File: config.mk
export PLATFORM = sky130hd
export DESIGN_NAME = aabb_sweep_velocity_resolver_top
export DESIGN_NICKNAME = d
export VERILOG_FILES = /design/src/hdl/asvr_pkg.sv /design/src/hdl/asvr_ctrl.sv /design/src/hdl/asvr_dp.sv /design/src/hdl/aabb_sweep_velocity_resolver_top.sv
export VERILOG_INCLUDE_DIRS = /design/src /design/src/hdl
export SDC_FILE = /design/constraint.sdc
export NUM_CORES = 1
export LEC_CHECK = 0
export ABC_AREA = 1
export BUFFER_PORTS_ARGS = -buffer_cell sky130_fd_sc_hd__buf_4
export CAP_MARGIN = 20
export CORE_MARGIN = 2
export CORE_UTILIZATION = 50
export CTS_CLUSTER_DIAMETER = 40
export CTS_CLUSTER_SIZE = 40
export DETAILED_ROUTE_END_ITERATION = 16
export PLACE_DENSITY = 0.68
export SLEW_MARGIN = 20
export SYNTH_ARGS = -nofsm -noshare
export SYNTH_HDL_FRONTEND = slang
export SYNTH_SLANG_ARGS = --single-unit
File: constraint.sdc
create_clock -name clk_i -period 14.43 [get_ports clk_i]
set_clock_uncertainty 0.05 [all_clocks]
set_input_delay 2.1645 -clock clk_i [delete_from_list [all_inputs] [get_ports clk_i]]
set_output_delay 2.1645 -clock clk_i [all_outputs]
set_load 0.005 [all_outputs]
File: src/hdl/aabb_sweep_velocity_resolver_top_macros.svh
// Assertion macros shared by the collision response block
`ifndef AABB_SWEEP_VELOCITY_RESOLVER_TOP_MACROS_SVH
`define AABB_SWEEP_VELOCITY_RESOLVER_TOP_MACROS_SVH

`ifndef ASSERT_OFF

// Check a property on every rising clk_i edge outside reset
`define ASVR_ASSERT(lbl, prop) \
  lbl: assert property (@(posedge clk_i) disable iff (!rst_ni) prop) \
    else $error("asvr assertion failed");

// Check that a condition never holds on a rising clk_i edge outside reset
`define ASVR_NEVER(lbl, expr) \
  lbl: assert property (@(posedge clk_i) disable iff (!rst_ni) !(expr)) \
    else $error("asvr forbidden condition seen");

`else

`define ASVR_ASSERT(lbl, prop)

`define ASVR_NEVER(lbl, expr)

`endif

`endif

File: src/hdl/asvr_pkg.sv
// Types, widths and controller/datapath signal groups of the collision response block
package asvr_pkg;

  localparam int unsigned PosW  = 24;
  localparam int unsigned SizeW = 22;
  localparam int unsigned VelW  = 16;
  // Headroom for position plus velocity plus size without overflow
  localparam int unsigned OvlW  = 27;

  typedef logic signed [PosW-1:0]  pos_t;
  typedef logic        [SizeW-1:0] size_t;
  typedef logic signed [VelW-1:0]  vel_t;
  typedef logic signed [OvlW-1:0]  ovl_t;
  typedef logic        [1:0]       shamt_t;

  localparam shamt_t ShiftFirst = 2'd1;
  localparam shamt_t ShiftLast  = 2'd3;

  typedef enum logic [0:0] {
    OP_LOAD_MOVER = 1'b0,
    OP_NEIGHBOUR  = 1'b1
  } op_e;

  typedef enum logic [2:0] {
    ST_IDLE,
    ST_DISPATCH,
    ST_XTEST,
    ST_XRETEST,
    ST_YTEST,
    ST_YRETEST,
    ST_FINISH
  } state_e;

  // Controller to datapath
  typedef struct packed {
    logic   capture;     // take the input transfer into the item registers
    logic   load_mover;  // copy item registers into the mover registers
    logic   use_y;       // add Y velocities in the overlap test
    logic   set_hit;     // mark the item as a collision report
    logic   shrink_x;    // shift both X velocities right by shamt
    logic   shrink_y;    // shift both Y velocities right by shamt
    logic   zero_x;      // give up the X axis
    logic   zero_y;      // give up the Y axis
    shamt_t shamt;
    logic   out_load;    // write the result register and commit velocities
  } ctrl_cmd_t;

  // Datapath to controller
  typedef struct packed {
    logic op;
    logic active;
    logic solid_both;
    logic ex_x;
    logic ex_y;
    logic ovl;
    logic out_free;
  } ctrl_sts_t;

endpackage

File: src/hdl/asvr_ctrl.sv
// Sequencer for the per-axis test and shrink steps
`include "aabb_sweep_velocity_resolver_top_macros.svh"

module asvr_ctrl (
  input  logic               clk_i,
  input  logic               rst_ni,
  input  logic               in_valid_i,
  output logic               in_stall_o,
  input  asvr_pkg::ctrl_sts_t sts_i,
  output asvr_pkg::ctrl_cmd_t cmd_o
);
  import asvr_pkg::*;

  state_e state_q, state_d;
  shamt_t k_q, k_d;

  // State and shift step registers
  always_ff @(posedge clk_i or negedge rst_ni) begin
    if (!rst_ni) begin
      state_q <= ST_IDLE;
      k_q     <= '0;
    end else begin
      state_q <= state_d;
      k_q     <= k_d;
    end
  end

  assign in_stall_o = (state_q != ST_IDLE);

  // Next state and commands
  always_comb begin
    state_d = state_q;
    k_d     = k_q;
    cmd_o   = '0;
    case (state_q)
      ST_IDLE: begin
        if (in_valid_i) begin
          cmd_o.capture = 1'b1;
          state_d       = ST_DISPATCH;
        end
      end
      ST_DISPATCH: begin
        cmd_o.use_y = 1'b1;
        if (sts_i.op == OP_LOAD_MOVER) begin
          cmd_o.load_mover = 1'b1;
          state_d          = ST_FINISH;
        end else if (!sts_i.active) begin
          state_d = ST_FINISH;
        end else if (!sts_i.solid_both) begin
          // report only: one test at the predicted positions
          cmd_o.set_hit = sts_i.ovl;
          state_d       = ST_FINISH;
        end else begin
          state_d = ST_XTEST;
        end
      end
      ST_XTEST: begin
        if (sts_i.ex_x || !sts_i.ovl) begin
          state_d = ST_YTEST;
        end else begin
          cmd_o.set_hit  = 1'b1;
          cmd_o.shrink_x = 1'b1;
          cmd_o.shamt    = ShiftFirst;
          k_d            = ShiftFirst;
          state_d        = ST_XRETEST;
        end
      end
      ST_XRETEST: begin
        if (!sts_i.ovl) begin
          state_d = ST_YTEST;
        end else if (k_q == ShiftLast) begin
          cmd_o.zero_x = 1'b1;
          state_d      = ST_YTEST;
        end else begin
          cmd_o.shrink_x = 1'b1;
          cmd_o.shamt    = k_q + 2'd1;
          k_d            = k_q + 2'd1;
        end
      end
      ST_YTEST: begin
        cmd_o.use_y = 1'b1;
        if (sts_i.ex_y || !sts_i.ovl) begin
          state_d = ST_FINISH;
        end else begin
          cmd_o.set_hit  = 1'b1;
          cmd_o.shrink_y = 1'b1;
          cmd_o.shamt    = ShiftFirst;
          k_d            = ShiftFirst;
          state_d        = ST_YRETEST;
        end
      end
      ST_YRETEST: begin
        cmd_o.use_y = 1'b1;
        if (!sts_i.ovl) begin
          state_d = ST_FINISH;
        end else if (k_q == ShiftLast) begin
          cmd_o.zero_y = 1'b1;
          state_d      = ST_FINISH;
        end else begin
          cmd_o.shrink_y = 1'b1;
          cmd_o.shamt    = k_q + 2'd1;
          k_d            = k_q + 2'd1;
        end
      end
      ST_FINISH: begin
        // hold until the result register can take the transfer
        if (sts_i.out_free) begin
          cmd_o.out_load = 1'b1;
          state_d        = ST_IDLE;
        end
      end
      default: begin
        state_d = ST_IDLE;
      end
    endcase
  end

  `ASVR_ASSERT(a_axis_cmd_excl, ($onehot0({cmd_o.shrink_x, cmd_o.shrink_y, cmd_o.zero_x, cmd_o.zero_y})))
  `ASVR_NEVER(a_retest_step_set, ((state_q == ST_XRETEST || state_q == ST_YRETEST) && k_q == 2'd0))
  `ASVR_ASSERT(a_capture_dispatch, (cmd_o.capture |=> state_q == ST_DISPATCH))

endmodule

File: src/hdl/asvr_dp.sv
// Box registers, shared overlap comparator, velocity shifters and result register
`include "aabb_sweep_velocity_resolver_top_macros.svh"

module asvr_dp (
  input  logic                clk_i,
  input  logic                rst_ni,
  input  asvr_pkg::ctrl_cmd_t cmd_i,
  output asvr_pkg::ctrl_sts_t sts_o,
  input  logic                op_i,
  input  asvr_pkg::pos_t      pos_x_i,
  input  asvr_pkg::pos_t      pos_y_i,
  input  asvr_pkg::size_t     size_w_i,
  input  asvr_pkg::size_t     size_h_i,
  input  asvr_pkg::vel_t      vel_x_i,
  input  asvr_pkg::vel_t      vel_y_i,
  input  logic                solid_i,
  input  logic                last_neighbour_i,
  output logic                out_valid_o,
  input  logic                out_stall_i,
  output logic                hit_o,
  output asvr_pkg::vel_t      mover_vel_x_o,
  output asvr_pkg::vel_t      mover_vel_y_o,
  output logic                done_res_o
);
  import asvr_pkg::*;

  // Item registers
  logic  n_op_q, n_solid_q, n_last_q;
  pos_t  n_x_q, n_y_q;
  size_t n_w_q, n_h_q;
  vel_t  n_vx_q, n_vy_q;

  // Mover registers
  pos_t  m_x_q, m_y_q;
  size_t m_w_q, m_h_q;
  logic  m_solid_q, m_active_q;
  vel_t  run_vx_q, run_vy_q;

  // Working velocities of mover and neighbour
  vel_t  vx_w_q, vy_w_q, pvx_w_q, pvy_w_q;
  logic  hit_q;

  // Result register
  logic  out_valid_q, out_hit_q, out_done_q;
  vel_t  out_vx_q, out_vy_q;

  ovl_t  ax, ay, bx, by, mw, mh, nw, nh;
  logic  last_item;

  assign last_item = (n_op_q == OP_NEIGHBOUR) && n_last_q;

  // Item capture
  always_ff @(posedge clk_i) begin
    if (cmd_i.capture) begin
      n_op_q    <= op_i;
      n_x_q     <= pos_x_i;
      n_y_q     <= pos_y_i;
      n_w_q     <= size_w_i;
      n_h_q     <= size_h_i;
      n_vx_q    <= vel_x_i;
      n_vy_q    <= vel_y_i;
      n_solid_q <= solid_i;
      n_last_q  <= last_neighbour_i;
    end
  end

  // Mover box geometry
  always_ff @(posedge clk_i) begin
    if (cmd_i.load_mover) begin
      m_x_q     <= n_x_q;
      m_y_q     <= n_y_q;
      m_w_q     <= n_w_q;
      m_h_q     <= n_h_q;
      m_solid_q <= n_solid_q;
    end
  end

  // Working velocities: seed, shrink, give up
  always_ff @(posedge clk_i) begin
    if (cmd_i.capture) begin
      vx_w_q  <= run_vx_q;
      vy_w_q  <= run_vy_q;
      pvx_w_q <= vel_x_i;
      pvy_w_q <= vel_y_i;
    end else if (cmd_i.load_mover) begin
      vx_w_q <= n_vx_q;
      vy_w_q <= n_vy_q;
    end else if (cmd_i.shrink_x) begin
      vx_w_q  <= vx_w_q >>> cmd_i.shamt;
      pvx_w_q <= pvx_w_q >>> cmd_i.shamt;
    end else if (cmd_i.shrink_y) begin
      vy_w_q  <= vy_w_q >>> cmd_i.shamt;
      pvy_w_q <= pvy_w_q >>> cmd_i.shamt;
    end else if (cmd_i.zero_x) begin
      // both boxes stay at their X positions for the Y test
      vx_w_q  <= '0;
      pvx_w_q <= '0;
    end else if (cmd_i.zero_y) begin
      vy_w_q  <= '0;
      pvy_w_q <= '0;
    end
  end

  // Hit flag
  always_ff @(posedge clk_i) begin
    if (cmd_i.capture) begin
      hit_q <= 1'b0;
    end else if (cmd_i.set_hit) begin
      hit_q <= 1'b1;
    end
  end

  // Architectural mover state and result register
  always_ff @(posedge clk_i or negedge rst_ni) begin
    if (!rst_ni) begin
      m_active_q  <= 1'b0;
      run_vx_q    <= '0;
      run_vy_q    <= '0;
      out_valid_q <= 1'b0;
    end else begin
      if (cmd_i.load_mover) begin
        m_active_q <= (n_vx_q != '0) || (n_vy_q != '0);
      end else if (cmd_i.out_load && last_item) begin
        m_active_q <= 1'b0;
      end
      if (cmd_i.out_load) begin
        run_vx_q    <= vx_w_q;
        run_vy_q    <= vy_w_q;
        out_valid_q <= 1'b1;
      end else if (!out_stall_i) begin
        out_valid_q <= 1'b0;
      end
    end
  end

  always_ff @(posedge clk_i) begin
    if (cmd_i.out_load) begin
      out_hit_q  <= hit_q;
      out_vx_q   <= vx_w_q;
      out_vy_q   <= vy_w_q;
      out_done_q <= last_item;
    end
  end

  // Shared overlap comparator at the predicted positions
  always_comb begin
    mw = {{(OvlW-SizeW){1'b0}}, m_w_q};
    mh = {{(OvlW-SizeW){1'b0}}, m_h_q};
    nw = {{(OvlW-SizeW){1'b0}}, n_w_q};
    nh = {{(OvlW-SizeW){1'b0}}, n_h_q};
    ax = {{(OvlW-PosW){m_x_q[PosW-1]}}, m_x_q} + {{(OvlW-VelW){vx_w_q[VelW-1]}}, vx_w_q};
    bx = {{(OvlW-PosW){n_x_q[PosW-1]}}, n_x_q} + {{(OvlW-VelW){pvx_w_q[VelW-1]}}, pvx_w_q};
    ay = {{(OvlW-PosW){m_y_q[PosW-1]}}, m_y_q};
    by = {{(OvlW-PosW){n_y_q[PosW-1]}}, n_y_q};
    if (cmd_i.use_y) begin
      ay = ay + {{(OvlW-VelW){vy_w_q[VelW-1]}}, vy_w_q};
      by = by + {{(OvlW-VelW){pvy_w_q[VelW-1]}}, pvy_w_q};
    end
  end

  assign sts_o.ovl = (ax + mw > bx) && (ax < bx + nw) && (ay + mh > by) && (ay < by + nh);

  // Leading exception: mover already moving away on that axis
  assign sts_o.ex_x = (!vx_w_q[VelW-1] && (vx_w_q != '0) && (m_x_q > n_x_q)) ||
                      (vx_w_q[VelW-1] && (m_x_q < n_x_q));
  assign sts_o.ex_y = (!vy_w_q[VelW-1] && (vy_w_q != '0) && (m_y_q > n_y_q)) ||
                      (vy_w_q[VelW-1] && (m_y_q < n_y_q));

  assign sts_o.op         = n_op_q;
  assign sts_o.active     = m_active_q;
  assign sts_o.solid_both = m_solid_q && n_solid_q;
  assign sts_o.out_free   = !out_valid_q || !out_stall_i;

  assign out_valid_o   = out_valid_q;
  assign hit_o         = out_hit_q;
  assign mover_vel_x_o = out_vx_q;
  assign mover_vel_y_o = out_vy_q;
  assign done_res_o    = out_done_q;

  `ASVR_ASSERT(a_zero_x_clears, (cmd_i.zero_x |=> (vx_w_q == '0 && pvx_w_q == '0)))
  `ASVR_ASSERT(a_last_drops_active, ((cmd_i.out_load && last_item && !cmd_i.load_mover) |=> !m_active_q))
  `ASVR_NEVER(a_load_overwrites_result, (cmd_i.out_load && out_valid_q && out_stall_i))

endmodule

File: src/hdl/aabb_sweep_velocity_resolver_top.sv
// Top level of the axis-separated box collision response block
//
//  channel  direction  handshake                  payload
//  in       sink       in_valid_i / in_stall_o     op, pos_x/y, size_w/h, vel_x/y, solid, last_neighbour
//  out      source     out_valid_o / out_stall_i   hit, mover_vel_x/y, done_res
//
//  One item at a time; the next item is taken the cycle after its result enters the output register.
//  Mover load, idle mover and non-solid neighbour: the item goes from dispatch straight to the finish state.
//  Two solid boxes: the single overlap comparator runs one test a cycle,
//  up to four tests on X and four on Y.
//  Reset clears the sequencer, the held mover velocity, the mover-active flag and output valid.
//  A stalled result holds in the output register; a new item is still taken while it waits.
module aabb_sweep_velocity_resolver_top (
  input  logic            clk_i,
  input  logic            rst_ni,
  input  logic            in_valid_i,
  output logic            in_stall_o,
  input  logic            op_i,
  input  asvr_pkg::pos_t  pos_x_i,
  input  asvr_pkg::pos_t  pos_y_i,
  input  asvr_pkg::size_t size_w_i,
  input  asvr_pkg::size_t size_h_i,
  input  asvr_pkg::vel_t  vel_x_i,
  input  asvr_pkg::vel_t  vel_y_i,
  input  logic            solid_i,
  input  logic            last_neighbour_i,
  output logic            out_valid_o,
  input  logic            out_stall_i,
  output logic            hit_o,
  output asvr_pkg::vel_t  mover_vel_x_o,
  output asvr_pkg::vel_t  mover_vel_y_o,
  output logic            done_res_o
);
  import asvr_pkg::*;

  ctrl_cmd_t cmd;
  ctrl_sts_t sts;

  // Sequencer
  asvr_ctrl u_ctrl (
    .clk_i      (clk_i),
    .rst_ni     (rst_ni),
    .in_valid_i (in_valid_i),
    .in_stall_o (in_stall_o),
    .sts_i      (sts),
    .cmd_o      (cmd)
  );

  // Datapath
  asvr_dp u_dp (
    .clk_i            (clk_i),
    .rst_ni           (rst_ni),
    .cmd_i            (cmd),
    .sts_o            (sts),
    .op_i             (op_i),
    .pos_x_i          (pos_x_i),
    .pos_y_i          (pos_y_i),
    .size_w_i         (size_w_i),
    .size_h_i         (size_h_i),
    .vel_x_i          (vel_x_i),
    .vel_y_i          (vel_y_i),
    .solid_i          (solid_i),
    .last_neighbour_i (last_neighbour_i),
    .out_valid_o      (out_valid_o),
    .out_stall_i      (out_stall_i),
    .hit_o            (hit_o),
    .mover_vel_x_o    (mover_vel_x_o),
    .mover_vel_y_o    (mover_vel_y_o),
    .done_res_o       (done_res_o)
  );

endmodule

==> results of run 1 <==
per-layer routing:
metal / vias to the layer above / global-route usage [%]
met1: 11500 / 42.7
met3: 131 / 5.32
met4: 0 / 8.28
li1: 11900 / -
met5: - / 0
met2: 1086 / 45.2
final cells by class:
class | instances | area, um^2
fillers | 4786 | 22200
well taps | 696 | 871
multi-input cells | 2486 | 15100
inverters | 410 | 1540
repair buffers | 175 | 1340
flip-flops and latches | 358 | 10500
clock inverters | 55 | 691
clock buffers | 70 | 1750
how the worst max path moves through the flow:
stage / startpoint / to / slack, ns / depth (start not counted)
2_1_floorplan: in_valid_i / u_dp.n_h_q[0]$_DFFE_PP_ / 7.55 / 4
3_3_place_gp: u_dp.vx_w_q[4]$_DFFE_PP_ / u_dp.pvy_w_q[10]$_DFFE_PP_ / 5.56 / 33
3_5_place_dp: u_dp.vx_w_q[5]$_DFFE_PP_ / u_dp.pvx_w_q[7]$_DFFE_PP_ / 5.51 / 35
4_1_cts: u_dp.vx_w_q[5]$_DFFE_PP_ / u_dp.pvx_w_q[13]$_DFFE_PP_ / 5.47 / 35
5_1_grt: u_dp.n_y_q[0]$_DFFE_PP_ / u_dp.pvx_w_q[5]$_DFFE_PP_ / 5.09 / 39
6_report: u_dp.vy_w_q[0]$_DFFE_PP_ / u_dp.vx_w_q[8]$_DFFE_PP_ / 5.74 / 42
cell usage after synthesis (2+ instances only):
library cell,number,area [um^2]
edfxtp_1,318,9550
nand4_1,85,532
inv_2,5,18.8
a21boi_1,2,15.0
nand3b_1,3,22.5
clkbuf_1,34,128
nand3_1,276,1380
o221ai_1,7,61.3
dfrtp_1,39,976
fa_1,8,160
nor2_1,152,571
ha_1,343,4290
nand3_2,3,30.0
buf_4,3,22.5
o31ai_1,5,37.5
nor3b_1,4,30.0
buf_2,20,100
o21a_1,17,128
o21bai_1,17,128
a221oi_1,4,35.0
nor3_1,39,195
nand2_2,3,18.8
o211ai_1,10,75.1
xor2_1,101,885
o21ai_1,2,10.0
a21o_1,18,135
inv_1,405,1520
a21oi_1,270,1350
a21boi_0,5,37.5
or2_2,17,106
xnor2_1,55,482
a31oi_1,15,93.8
o21ai_0,163,816
a31o_2,5,43.8
nand2_1,807,3030
a211oi_1,10,75.1
nor4_1,23,144
and2_1,5,31.3
buf_1,6,22.5
worst max-delay path: cells and delay by family, from the launching register on:
family / cells / cell delay (ns)
AND/OR/NAND/NOR: 28 / 4.45
AO/OA/AOI/OAI: 7 / 1.96
adder cells (fa/ha/maj): 4 / 1.25
flip-flops: 1 / 0.53
XOR/XNOR: 1 / 0.17
buffers and inverters: 2 / 0.14
per-stage QoR:
| stage | cell area [um^2] | util, % | hold WS, ns |
|---|---|---|---|
| after floorplan | 27400 | - | 0.358 |
| after global placement | 29400 | 54.4 | 0.397 |
| after detailed placement | 29400 | 54.4 | 0.398 |
| after CTS | 31800 | 58.9 | 0.408 |
| after global routing | 31900 | 59.0 | 0.415 |
| final | 31900 | 59.0 | 0.412 |
logic make-up (layout without fill, tap and decap cells):
kind of cell	count (synthesis)	after routing	synth area share, %
XOR/XNOR	156	156	4.98
adder cells (fa/ha/maj)	351	351	16.2
AO/OA/AOI/OAI	556	556	11.3
multiplexers	1	1	0.0365
buffers and inverters	473	710	6.60
flip-flops	358	358	38.4
AND/OR/NAND/NOR	1422	1422	22.4
registers in the layout (all words and copies together) (netlist names), 22 cells and up:
signal / flops
u_dp.n_x_q: 24
u_dp.m_y_q: 24
u_dp.m_h_q: 22
u_dp.m_x_q: 24
u_dp.n_y_q: 24
u_dp.m_w_q: 22
u_dp.n_h_q: 22
u_dp.n_w_q: 22
==> results.cfg, run 1 <==
[final_layout]
layout_commonest_cell = nand2_1
layout_common_cells = nand2_1 (807), inv_1 (405), ha_1 (343), edfxtp_1 (318), nand3_1 (276)
final_layout_size_suffix_gt1_share_pct = 9.43
final_net_count = 3981
antenna-diode-count = 0
layout-area-overhead-vs-synth_pct = 16.1
final_cell_count_no_fill = 4250

[grt]
via_count_of_the_first_global_routing_pass = 23500
grt_max_degree = 194
overflow = 0
global_route.usage.total_pct = 29.5
grt_antenna_before_repair = 0
grt_pass1_wl_mm = 130

[die]
start_util_pct = 50.8
chipHeight_um = 238
fp.coreArea_um2 = 54000
io_pins = 167
core.rowCount = 85
chip_width_um = 238
fp.dieArea_um2 = 56800

[critical_path]
r2r_setup_slack_ns = 5.74
timing.reg2reg.worst_path_depth = 42
r2r-start = u_dp.vy_w_q[0]$_DFFE_PP_
cp_slowest_stage_delay_ns = 0.85
worstReg2RegEnd = u_dp.vx_w_q[8]$_DFFE_PP_
path_class = reg -> reg
worstSetupStartpointType = flop
critical_path.endpoint_type = flop
critical_path.slowest_cell = nand3_4
path_common_cell = nand2_1
required_time_of_the_critical_path_ns = 14.87
arrival_ns = 9.13
crit_path_max_fanout = 54

[yosys]
synth.ff_latch_count = 358
synth_ff_type = edfxtp_1
synth_warnings = 0
synthDistinctLibCells = 52
synthesis.nets = 3799
postSynthAreaPerCell_um2 = 8.27
syn_area_um2 = 27400
synth_edf_count = 318
async_s_r_ff_share_synth_pct = 10.9
yosysSeqAreaShare_pct = 38.4
synthesis.instances = 3317

[placed_design]
placement.setup.worst_slack_ns = 5.51
place.detailed.hpwl_mm = 63.6
placed_cells_incl_taps = 4124
gpl.final_weighted_congestion = 0.917
io_buffers = 166

[cts]
max-clock-path-buffers = 3
postCtsHoldBufs = 0
clk_pin_slew_worst_paths_ns = 0.06
tritoncts = done
htreeDepth = 3
number_of_clock_buffers_inserted_by_tritoncts = 68
number_of_cells_upsized_or_downsized_after_cts = 0
cts_root_buffer = clkbuf_16
clk_latency_ns = 0.62
post_cts_buffers = 0
clock_sinks = 358

[routing]
routed-via-count = 24600
via_per_inst = 5.79
wl_met3_mm = 7.16
routed_wire_length_per_instance_um = 19.8
dr.first_iter.drc_count = 2939
dr.pass1.iters = 6
wl_met1_mm = 38.2
totalWireLength_mm = 84.1
remaining_routing_drc_violations = 0
wl_met2_mm = 36.6
detail-route-antenna-nets = 0
highest-signal-layer = met4

[sta]
hold_viol = 0
slew_headroom_pct = 24.8
fmax_ghz = 0.115
post-route-period-util_pct = 60.2
postLayoutSetupSlackWorst_ns = 5.74
worst_slew_pin_slew_ns = 1.13
fin_tns_setup_ns = 0
post_route_minimum_period_ns = 8.69
timing_max_transition_violations_final = 0
grt_setup_unrepaired = no
setup_viol_count_final = 0

[worst_hold_path]
worst_hold_path.num_cells = 0
hold_end = u_dp.m_h_q[18]$_DFFE_PP_
min-delay-path-class = reg -> reg
timing.hold.worst.start = u_dp.n_h_q[18]$_DFFE_PP_

[job]
max_cap_viols = 0

[outcome]
outcome = finished clean
Power of run 1 is left out: the tool's default activity adds up to more than one toggle a clock period on the data nets, which glitch-free logic cannot reach.
==> run 2, diff against run 1 <==
==> constraint.sdc (replaced) <==
create_clock -name clk_i -period 8.9 [get_ports clk_i]
set_clock_uncertainty 0.05 [all_clocks]
set_input_delay 1.335 -clock clk_i [delete_from_list [all_inputs] [get_ports clk_i]]
set_output_delay 1.335 -clock clk_i [all_outputs]
set_load 0.005 [all_outputs]
==> run 2 against run 1 <==
Global-route usage decreased by 0.18 points. Sequential share of layout area increased by 0.090 points. Final cell count increased by 0.14%. Die area unchanged. First-iteration DRC count decreased by 20%. Largest cell class unchanged. Hold slack got worse by 0.010 ns. Critical endpoint is now u_dp.pvx_w_q[14]$_DFFE_PP_. Via count increased by 1.2%.
==> results.cfg, run 2 (synthesized netlist as in run 1, its figures left out) <==
[outcome]
outcome = finished clean

[critical_path]
crit_path_max_fanout = 28
critical_path.slowest_cell = o21ai_0
timing.reg2reg.worst_path_depth = 43
cp_slowest_stage_delay_ns = 0.51
critical_path.endpoint_type = flop
worstSetupStartpointType = flop
path_common_cell = nand2_1
critical_path_buf_inv_count = 5
path_class = reg -> reg
required_time_of_the_critical_path_ns = 9.09
worst-path-stages = 43
gate_family_responsible_for_the_most_delay_along_the_worst_path = simple AND/OR/NAND/NOR gates
arrival_ns = 8.33

[final_layout]
layout-area-overhead-vs-synth_pct = 15.8
fillCellCount = 4744
antenna-diode-count = 0
layout_commonest_cell = nand2_1
layout_common_cells = nand2_1 (807), inv_1 (405), ha_1 (343), edfxtp_1 (318), nand3_1 (276)
final_net_count = 3988
multi_input_area_um2 = 15100
total_area_of_sequential_cells_um2 = 10500
final_layout_size_suffix_gt1_share_pct = 9.44

[cts]
number_of_clock_buffers_inserted_by_tritoncts = 66
max-clock-path-buffers = 3
postCtsHoldBufs = 0
tritoncts = done
clk_latency_ns = 0.61
htreeDepth = 3
clock_sinks = 358
clk_pin_slew_worst_paths_ns = 0.05
post_cts_buffers = 0
number_of_cells_upsized_or_downsized_after_cts = 0
cts_root_buffer = clkbuf_16

[sta]
slew_headroom_pct = 24.8
fmax_ghz = 0.123
worst_slew_pin_slew_ns = 1.12
grt_setup_unrepaired = no
post_route_minimum_period_ns = 8.14
post-route-period-util_pct = 91.4
timing_max_transition_violations_final = 0
setup_viol_count_final = 0
postLayoutSetupSlackWorst_ns = 0.765
hold_viol = 0
fin_tns_setup_ns = 0

[die]
chipHeight_um = 238
fp.coreArea_um2 = 54000
start_util_pct = 50.8
core.rowCount = 85
fp.dieArea_um2 = 56800
chip_width_um = 238
io_pins = 167

[routing]
totalWireLength_mm = 84.4
routed-via-count = 24900
remaining_routing_drc_violations = 0
via_per_inst = 5.86
routed_wire_length_per_instance_um = 19.8
detail-route-antenna-nets = 0
dr.first_iter.drc_count = 2362
dr.pass1.iters = 8

[grt]
global_route.usage.total_pct = 29.3
grt_antenna_before_repair = 0
via_count_of_the_first_global_routing_pass = 23900
grt_max_degree = 139
overflow = 0
grt_pass1_wl_mm = 129

[placed_design]
io_buffers = 166
place.detailed.hpwl_mm = 64.1
gpl.final_weighted_congestion = 0.964
placement.setup.worst_slack_ns = 1.09

[job]
max_cap_viols = 0

[worst_hold_path]
worst_hold_path.num_cells = 0
min-delay-path-class = reg -> reg
run 2: metrics by stage:
stage	hold WS (ns)	area (um^2)	util [%]	cells
2_1_floorplan	0.358	27400	-	3317
3_3_place_gp	0.391	29500	54.5	4134
3_5_place_dp	0.373	29500	54.5	4134
4_1_cts	0.402	31800	58.8	4256
5_1_grt	0.417	31800	58.8	4256
6_report	0.402	31800	58.8	4256
run 2: worst paths after layout:
path	from	to	slack (ns)
max	u_dp.vy_w_q[0]$_DFFE_PP_	u_dp.pvx_w_q[14]$_DFFE_PP_	0.76
min	u_dp.n_h_q[21]$_DFFE_PP_	u_dp.m_h_q[21]$_DFFE_PP_	0.40
max reg2reg	u_dp.vy_w_q[0]$_DFFE_PP_	u_dp.pvx_w_q[14]$_DFFE_PP_	0.76
min reg2reg	u_dp.n_h_q[21]$_DFFE_PP_	u_dp.m_h_q[21]$_DFFE_PP_	0.40
max in group asynchronous	rst_ni	u_dp.run_vy_q[0]$_DFFE_PN0P_	7.71
min in group asynchronous	rst_ni	u_dp.run_vx_q[9]$_DFFE_PN0P_	0.68
run 2: layout make-up:
| cell class | count | share of cell area, % |
|---|---|---|
| clock buffer | 76 | 5.51 |
| clock inverter | 46 | 1.76 |
| inverter | 410 | 4.84 |
| multi-input combinational | 2486 | 47.5 |
| sequential | 358 | 33.2 |
| tap | 696 | 2.74 |
| timing repair buffer | 184 | 4.43 |
run 2: metal layers:
layer / share of wire (%) / routed length (um) / track usage [%]
met3: 8.7 / 7330 / 5.16
met4: 2.5 / 2140 / 9.47
met2: 44 / 36900 / 45.4
met5: 0 / 0 / 0
met1: 45 / 38000 / 41.7
Power of run 2 is left out for the same reason.
